--- config.mk ---
export PLATFORM = sky130hd
export DESIGN_NAME = b3x_ctrl
export DESIGN_NICKNAME = d
export VERILOG_FILES = /design/src/hw/rtl/b3x_pkg.sv /design/src/hw/rtl/b3x_ctrl.sv
export VERILOG_INCLUDE_DIRS = /design/src /design/src/hw/rtl
export SDC_FILE = /design/constraint.sdc
export NUM_CORES = 1
export LEC_CHECK = 0
export BUFFER_PORTS_ARGS = -buffer_cell sky130_fd_sc_hd__buf_4
export CORE_ASPECT_RATIO = 0.8
export CORE_MARGIN = 2
export CORE_UTILIZATION = 30
export CTS_CLUSTER_SIZE = 25
export DETAILED_ROUTE_END_ITERATION = 8
export GPL_ROUTABILITY_DRIVEN = 0
export MAX_ROUTING_LAYER = met4
export PLACE_DENSITY = 0.69
export RECOVER_POWER = 50
export SYNTH_ARGS = -nofsm -noshare
export SYNTH_HDL_FRONTEND = slang
export SYNTH_SLANG_ARGS = --single-unit
--- constraint.sdc ---
create_clock -name clk -period 2.5 [get_ports clk]
set_clock_uncertainty 0.15 [all_clocks]
set_input_delay 0.125 -clock clk [delete_from_list [all_inputs] [get_ports clk]]
set_output_delay 0.125 -clock clk [all_outputs]
set_load 0.005 [all_outputs]
--- src/hw/rtl/blake3_tree_hash_xof_macros.svh ---
// ----------------------------------------------------------------------------
// blake3 tree hash xof assertion macros
// shared concurrent assertion forms, empty in synthesis builds
// ----------------------------------------------------------------------------
`ifndef BLAKE3_TREE_HASH_XOF_MACROS_SVH
`define BLAKE3_TREE_HASH_XOF_MACROS_SVH

`ifndef SYNTHESIS

// same-cycle implication
`define B3X_ASSERT_IMP(lbl, ante, cons) \
    lbl: assert property (@(posedge clk) disable iff (!rst_n) (ante) |-> (cons)) \
        else $error("b3x assertion failed");

// next-cycle implication
`define B3X_ASSERT_NEXT(lbl, ante, cons) \
    lbl: assert property (@(posedge clk) disable iff (!rst_n) (ante) |=> (cons)) \
        else $error("b3x assertion failed");

`else

`define B3X_ASSERT_IMP(lbl, ante, cons)
`define B3X_ASSERT_NEXT(lbl, ante, cons)

`endif

`endif

--- src/hw/rtl/b3x_pkg.sv ---
// ----------------------------------------------------------------------------
// b3x_pkg
// types, constants and control bundles of the blake3 tree hash block
// ----------------------------------------------------------------------------
`timescale 1ns / 1ps

package b3x_pkg;

    localparam int CV_W  = 256;
    localparam int BLK_W = 512;

    localparam logic [CV_W-1:0] IV_VEC = {
        32'h5BE0CD19, 32'h1F83D9AB, 32'h9B05688C, 32'h510E527F,
        32'hA54FF53A, 32'h3C6EF372, 32'hBB67AE85, 32'h6A09E667
    };

    localparam logic [3:0] PERM [16] = '{
        4'd2, 4'd6, 4'd3, 4'd10, 4'd7, 4'd0, 4'd4, 4'd13,
        4'd1, 4'd11, 4'd12, 4'd5, 4'd9, 4'd14, 4'd15, 4'd8
    };

    localparam logic [7:0] FL_START  = 8'd1;
    localparam logic [7:0] FL_END    = 8'd2;
    localparam logic [7:0] FL_PARENT = 8'd4;
    localparam logic [7:0] FL_ROOT   = 8'd8;
    localparam logic [7:0] FL_KEYED  = 8'd16;
    localparam logic [7:0] FL_CTX    = 8'd32;
    localparam logic [7:0] FL_MAT    = 8'd64;

    localparam logic [1:0] MODE_HASH  = 2'd0;
    localparam logic [1:0] MODE_KEYED = 2'd1;
    localparam logic [1:0] MODE_CTX   = 2'd2;
    localparam logic [1:0] MODE_MAT   = 2'd3;

    typedef enum logic [2:0] {
        REG_MODE    = 3'd0,
        REG_KEY01   = 3'd1,
        REG_KEY23   = 3'd2,
        REG_KEY45   = 3'd3,
        REG_KEY67   = 3'd4,
        REG_SEEK    = 3'd5,
        REG_OUT_LEN = 3'd6
    } cfg_reg_t;

    typedef enum logic [1:0] {
        SEL_CHUNK,
        SEL_PARENT,
        SEL_ROOT_CV,
        SEL_ROOT_OUT
    } node_sel_t;

    typedef enum logic [3:0] {
        S_IDLE,
        S_ABSORB,
        S_BLK_WAIT,
        S_FIN_WAIT,
        S_MERGE_CHK,
        S_MERGE_RD,
        S_MERGE_WAIT,
        S_PUSH,
        S_FOLD_LOAD,
        S_FOLD_CHK,
        S_FOLD_WAIT,
        S_OUT_INIT,
        S_OUT_BYTE,
        S_OUT_WAIT,
        S_OUT_SEND,
        S_CLEAR
    } state_t;

    typedef struct packed {
        logic      item_load;
        logic      put_byte;
        logic      eng_start;
        node_sel_t eng_sel;
        logic      end_blk;
        logic      blk_done;
        logic      fin_latch;
        logic      stack_rd;
        logic      merge_done;
        logic      push;
        logic      root_load;
        logic      fold_done;
        logic      out_init;
        logic      words_load;
        logic      out_take;
        logic      out_flush;
        logic      msg_clear;
    } ctrl_cmd_t;

    typedef struct packed {
        logic rem_zero;
        logic item_final;
        logic fill_full;
        logic blk_last;
        logic t_even;
        logic sc_zero;
        logic eng_busy;
        logic eng_done;
        logic need_block;
        logic out_end;
        logic word_full;
        logic len_zero;
        logic out_last;
    } ctrl_stat_t;

endpackage

--- src/hw/rtl/b3x_ctrl.sv ---
// ----------------------------------------------------------------------------
// b3x_ctrl
// sequencer for absorb, chunk merge, root fold and output phases
// ----------------------------------------------------------------------------
`timescale 1ns / 1ps
`include "blake3_tree_hash_xof_macros.svh"

module b3x_ctrl (
    input  logic                clk,
    input  logic                rst_n,
    input  logic                in_valid,
    output logic                in_ready,
    output logic                out_valid,
    input  logic                out_ready,
    input  b3x_pkg::ctrl_stat_t st,
    output b3x_pkg::ctrl_cmd_t  cmd
);
    b3x_pkg::state_t state_reg;
    b3x_pkg::state_t state_next;

    always_ff @(posedge clk or negedge rst_n)
    begin
        if (!rst_n)
        begin
            state_reg <= b3x_pkg::S_IDLE;
        end
        else
        begin
            state_reg <= state_next;
        end
    end

    always_comb
    begin
        state_next = state_reg;
        case (state_reg)
            b3x_pkg::S_IDLE:
                if (in_valid) state_next = b3x_pkg::S_ABSORB;
            b3x_pkg::S_ABSORB:
                if (st.rem_zero)
                    state_next = st.item_final ? b3x_pkg::S_FOLD_LOAD : b3x_pkg::S_IDLE;
                else if (st.fill_full)
                    state_next = st.blk_last ? b3x_pkg::S_FIN_WAIT : b3x_pkg::S_BLK_WAIT;
            b3x_pkg::S_BLK_WAIT:
                if (st.eng_done) state_next = b3x_pkg::S_ABSORB;
            b3x_pkg::S_FIN_WAIT:
                if (st.eng_done) state_next = b3x_pkg::S_MERGE_CHK;
            b3x_pkg::S_MERGE_CHK:
                state_next = (st.t_even && !st.sc_zero) ? b3x_pkg::S_MERGE_RD
                                                        : b3x_pkg::S_PUSH;
            b3x_pkg::S_MERGE_RD:
                state_next = b3x_pkg::S_MERGE_WAIT;
            b3x_pkg::S_MERGE_WAIT:
                if (st.eng_done) state_next = b3x_pkg::S_MERGE_CHK;
            b3x_pkg::S_PUSH:
                state_next = b3x_pkg::S_ABSORB;
            b3x_pkg::S_FOLD_LOAD:
                state_next = b3x_pkg::S_FOLD_CHK;
            b3x_pkg::S_FOLD_CHK:
                state_next = st.sc_zero ? b3x_pkg::S_OUT_INIT : b3x_pkg::S_FOLD_WAIT;
            b3x_pkg::S_FOLD_WAIT:
                if (st.eng_done) state_next = b3x_pkg::S_FOLD_CHK;
            b3x_pkg::S_OUT_INIT:
                state_next = st.len_zero ? b3x_pkg::S_CLEAR : b3x_pkg::S_OUT_BYTE;
            b3x_pkg::S_OUT_BYTE:
                if (st.need_block)
                    state_next = b3x_pkg::S_OUT_WAIT;
                else if (st.out_end || st.word_full)
                    state_next = b3x_pkg::S_OUT_SEND;
            b3x_pkg::S_OUT_WAIT:
                if (st.eng_done) state_next = b3x_pkg::S_OUT_BYTE;
            b3x_pkg::S_OUT_SEND:
                if (out_ready)
                    state_next = st.out_last ? b3x_pkg::S_CLEAR : b3x_pkg::S_OUT_BYTE;
            b3x_pkg::S_CLEAR:
                state_next = b3x_pkg::S_IDLE;
            default:
                state_next = b3x_pkg::S_IDLE;
        endcase
    end

    always_comb
    begin
        cmd       = '0;
        cmd.eng_sel = b3x_pkg::SEL_CHUNK;
        in_ready  = 1'b0;
        out_valid = 1'b0;
        case (state_reg)
            b3x_pkg::S_IDLE:
            begin
                in_ready      = 1'b1;
                cmd.item_load = in_valid;
            end
            b3x_pkg::S_ABSORB:
                if (!st.rem_zero)
                begin
                    if (st.fill_full)
                    begin
                        cmd.eng_start = 1'b1;
                        cmd.end_blk   = st.blk_last;
                    end
                    else
                    begin
                        cmd.put_byte = 1'b1;
                    end
                end
            b3x_pkg::S_BLK_WAIT:
                cmd.blk_done = st.eng_done;
            b3x_pkg::S_FIN_WAIT:
                cmd.fin_latch = st.eng_done;
            b3x_pkg::S_MERGE_CHK:
                cmd.stack_rd = st.t_even && !st.sc_zero;
            b3x_pkg::S_MERGE_RD:
            begin
                cmd.eng_start = 1'b1;
                cmd.eng_sel   = b3x_pkg::SEL_PARENT;
            end
            b3x_pkg::S_MERGE_WAIT:
                cmd.merge_done = st.eng_done;
            b3x_pkg::S_PUSH:
                cmd.push = 1'b1;
            b3x_pkg::S_FOLD_LOAD:
                cmd.root_load = 1'b1;
            b3x_pkg::S_FOLD_CHK:
                if (!st.sc_zero)
                begin
                    cmd.stack_rd  = 1'b1;
                    cmd.eng_start = 1'b1;
                    cmd.eng_sel   = b3x_pkg::SEL_ROOT_CV;
                end
            b3x_pkg::S_FOLD_WAIT:
                cmd.fold_done = st.eng_done;
            b3x_pkg::S_OUT_INIT:
                cmd.out_init = 1'b1;
            b3x_pkg::S_OUT_BYTE:
            begin
                cmd.eng_sel = b3x_pkg::SEL_ROOT_OUT;
                if (st.need_block)
                    cmd.eng_start = 1'b1;
                else
                    cmd.out_take = 1'b1;
            end
            b3x_pkg::S_OUT_WAIT:
            begin
                cmd.eng_sel    = b3x_pkg::SEL_ROOT_OUT;
                cmd.words_load = st.eng_done;
            end
            b3x_pkg::S_OUT_SEND:
            begin
                out_valid     = 1'b1;
                cmd.out_flush = out_ready && !st.out_last;
            end
            b3x_pkg::S_CLEAR:
                cmd.msg_clear = 1'b1;
            default:
                ;
        endcase
    end

    `B3X_ASSERT_IMP(a_hs_excl, in_ready, !out_valid)
    `B3X_ASSERT_IMP(a_start_idle, cmd.eng_start, !st.eng_busy)
    `B3X_ASSERT_IMP(a_pop_nonempty, cmd.stack_rd, !st.sc_zero)
    `B3X_ASSERT_NEXT(a_last_clears, out_valid && out_ready && st.out_last, state_reg == b3x_pkg::S_CLEAR)
    `B3X_ASSERT_IMP(a_done_waited, st.eng_done, state_reg == b3x_pkg::S_BLK_WAIT || state_reg == b3x_pkg::S_FIN_WAIT || state_reg == b3x_pkg::S_MERGE_WAIT || state_reg == b3x_pkg::S_FOLD_WAIT || state_reg == b3x_pkg::S_OUT_WAIT)
endmodule

==> impl_metrics.yaml <==
setup_path:
  rr_worst_depth: 5
  r2r-end: "state_reg[1]"
  reg2reg_from: "state_reg[3]"
  crit_fanout: 18
  cp-end-kind: "output pin"
  critPathRequiredTime_ns: 2.23
  critPathLaunchType: "flip-flop"
  rrSetupSlack_ns: 0.45
  critPathKind: "reg -> out"
  worstPathArrival_ns: 1.79
worst_hold_path:
  holdPathEnd: "state_reg[3]"
  hp-start: "st[11]"
  min_path_type: "in -> reg"
  whs_path_depth: 3
detailed_routing:
  drt_pass1_iterations: 4
  top_layer_used: "met3"
  ant_nets: 0
  drc_errors: 0
  wire_per_inst_um: 12.5
  vias_per_cell: 5.25
  dr_total_vias: 751
  wl_met1_um: 765
  route.met2.wl_um: 861
  routed-wl-met3_um: 157
  wirelength_mm: 1.78
  drt-initial-drc-count: 36
clocking:
  h-tree-depth: 1
  clk_latency_ns: 0.23
  numClockSinks: 4
  cts_tree: "yes"
  cts-resized-gates: 0
  post_cts_buffers: 0
  clock_path_buffers: 2
  cts_buffers: 3
  clk_pin_slew_ns: 0.03
  root_buffer: "clkbuf_4"
  cts_hold_buf: 1
logic_synthesis:
  synth_ff_type: "dfrtp_1"
  synth_common_cells: "nor2_1 (10), nor3_1 (8), inv_1 (5), nand2_1 (5)"
  syn_nets: 102
  syn_area_um2: 651
  synthTopCellsByArea: "dfrtp_1 (15%), nor3_1 (6.2%), nor2_1 (5.8%), buf_6 (5.2%), a2111oi_4 (4.2%)"
  synth-seq-cells: 4
  yosysUniqueCellTypes: 41
  avgSynthCellArea_um2: 7.65
  yosysTopAreaCellShare_pct: 15.4
  yosys.cell_count.top_type: "nor2_1"
  synth_mux_area_share_pct: 3.27
  yosys_warnings: 0
  async_reset_ff_share_pct: 100
  synth_compound_area_share_pct: 23.1
  synth_top_family_by_area: "simple AND/OR/NAND/NOR gates"
  yosysTopAreaCell: "dfrtp_1"
  synth_fa_ha_area_share_pct: 1.54
  yosys.area_share.simple_pct: 44.6
  synth-edff-count: 0
  seq_area_frac_synth_pct: 15.4
  synth_xor_area_share_pct: 0
  netlist_instances: 85
power:
  p_leak_nw: 0.421
  p_sw_share_pct: 48.4
  vdd_drop_max_mv: 0.555
  pwr-share-comb_pct: 69.1
  seqPwrFrac_pct: 22.0
  power_w: 0.000876
  power_switching_w: 0.000424
  cell_internal_pwr_w: 0.000452
  p_per_area_nw_per_um2: 961
  power_frac_clock_pct: 8.9
cells_and_area:
  fin_util_pct: 43.4
  area_growth_syn_to_layout_pct: 40.2
  post-route-cell-area_um2: 912
  nets: 137
  largest_reg_flops: 4
  fill_cells: 224
  multi_input_area_um2: 463
  layout.area.seq_um2: 100
  diodes: 0
  drive_gt1_share_pct: 38.1
die:
  die_w_um: 56.1
  fp-row-count: 15
  io_pins: 37
  core_um2: 2100
  die_h_um: 45.7
  initial_core_util_pct: 31.0
  die_area_um2: 2560
timing:
  fmax_mhz: 483
  finalCriticalPeriod_ns: 2.07
  tns_ns: 0
  hold_viol: 0
  rsz0062_at_grt: "no"
  setup_violations: 0
  layout_setup_ws_ns: 0.431
  drv_slew: 0
  tightest_slew_ns: 0.524
  fin_crit_sh_pct: 82.8
  relSlewSlack_pct: 65.1
global_route:
  grt_max_degree: 20
  antenna_found_initial: 0
  grt_pass1_wl_mm: 2.81
  grtUsageTotal_pct: 14.5
  grt_pass1_vias: 645
  gr-total-overflow: 0
status:
  status: "complete, no violations"
place:
  dpl_cell_area_um2: 892
  pre_cts_slack_ns: 0.488
  dp_hpwl_mm: 1.43
  port_buffers: 35
run:
  maxCapViolCount: 0
-- metrics by stage --
stage	hold slack [ns]	std cells
2_1_floorplan	-0.321	85
3_3_place_gp	-0.228	139
3_5_place_dp	-0.228	139
4_1_cts	0.0561	143
5_1_grt	0.0815	143
6_report	0.0579	143
-- worst max path at each step --
stage                 start            to  depth (start not counted)  slack (ns)
2_1_floorplan  state_reg[2]  state_reg[1]                          6        0.78
4_1_cts        state_reg[3]  state_reg[1]                          5        0.48
5_1_grt        state_reg[3]  state_reg[1]                          5        0.26
3_3_place_gp   state_reg[3]  state_reg[1]                          5        0.52
3_5_place_dp   state_reg[3]  state_reg[1]                          5        0.49
6_report       state_reg[3]        cmd[1]                          4        0.43
-- routing by layer --
metal | vias up | track usage [%]
met5 | - | -
met4 | 0 | 1.43
met3 | 0 | 5.68
met2 | 30 | 22.1
met1 | 347 | 19.1
li1 | 374 | -
-- power by group through the flow --
stage                     Combinational, W  Sequential (W)   Clock, W
after CTS                         0.000626        0.000193  0.0000820
final                             0.000606        0.000193  0.0000776
after global placement            0.000618        0.000187          0
after global routing              0.000678        0.000200  0.0000913
after detailed placement          0.000622        0.000196          0
after floorplan                   0.000523        0.000127          0
-- layout make-up --
type / instances / share of cell area (%)
clock buffer: 3 / 2.47
inverter: 5 / 2.06
multi-input combinational: 69 / 50.8
sequential: 4 / 11.0
tap: 25 / 3.43
timing repair buffer: 37 / 30.3
-- cell usage in the layout (no fill, tap or decap), types with 3 or more instances in the layout --
master	count
inv_1	5
nand2_1	6
nand3b_1	3
dfrtp_1	4
nor3_1	8
buf_4	31
a21oi_1	4
a31oi_1	3
nor2_1	10
clkbuf_4	7
o21ai_0	3
-- critical path, stage by stage, from the launching register on --
cell and delay [ns]:
dfrtp_1 0.66, nand2_1 0.29, nor3_1 0.30, and3b_1 0.21
buf_4 0.11
-- cell families after synthesis --
family | after synthesis
adder cells (fa/ha/maj) | 1
flip-flops | 4
buffers and inverters | 12
AND/OR/NAND/NOR | 48
multiplexers | 2
AO/OA/AOI/OAI | 18
(Power assumes the default switching activity.)
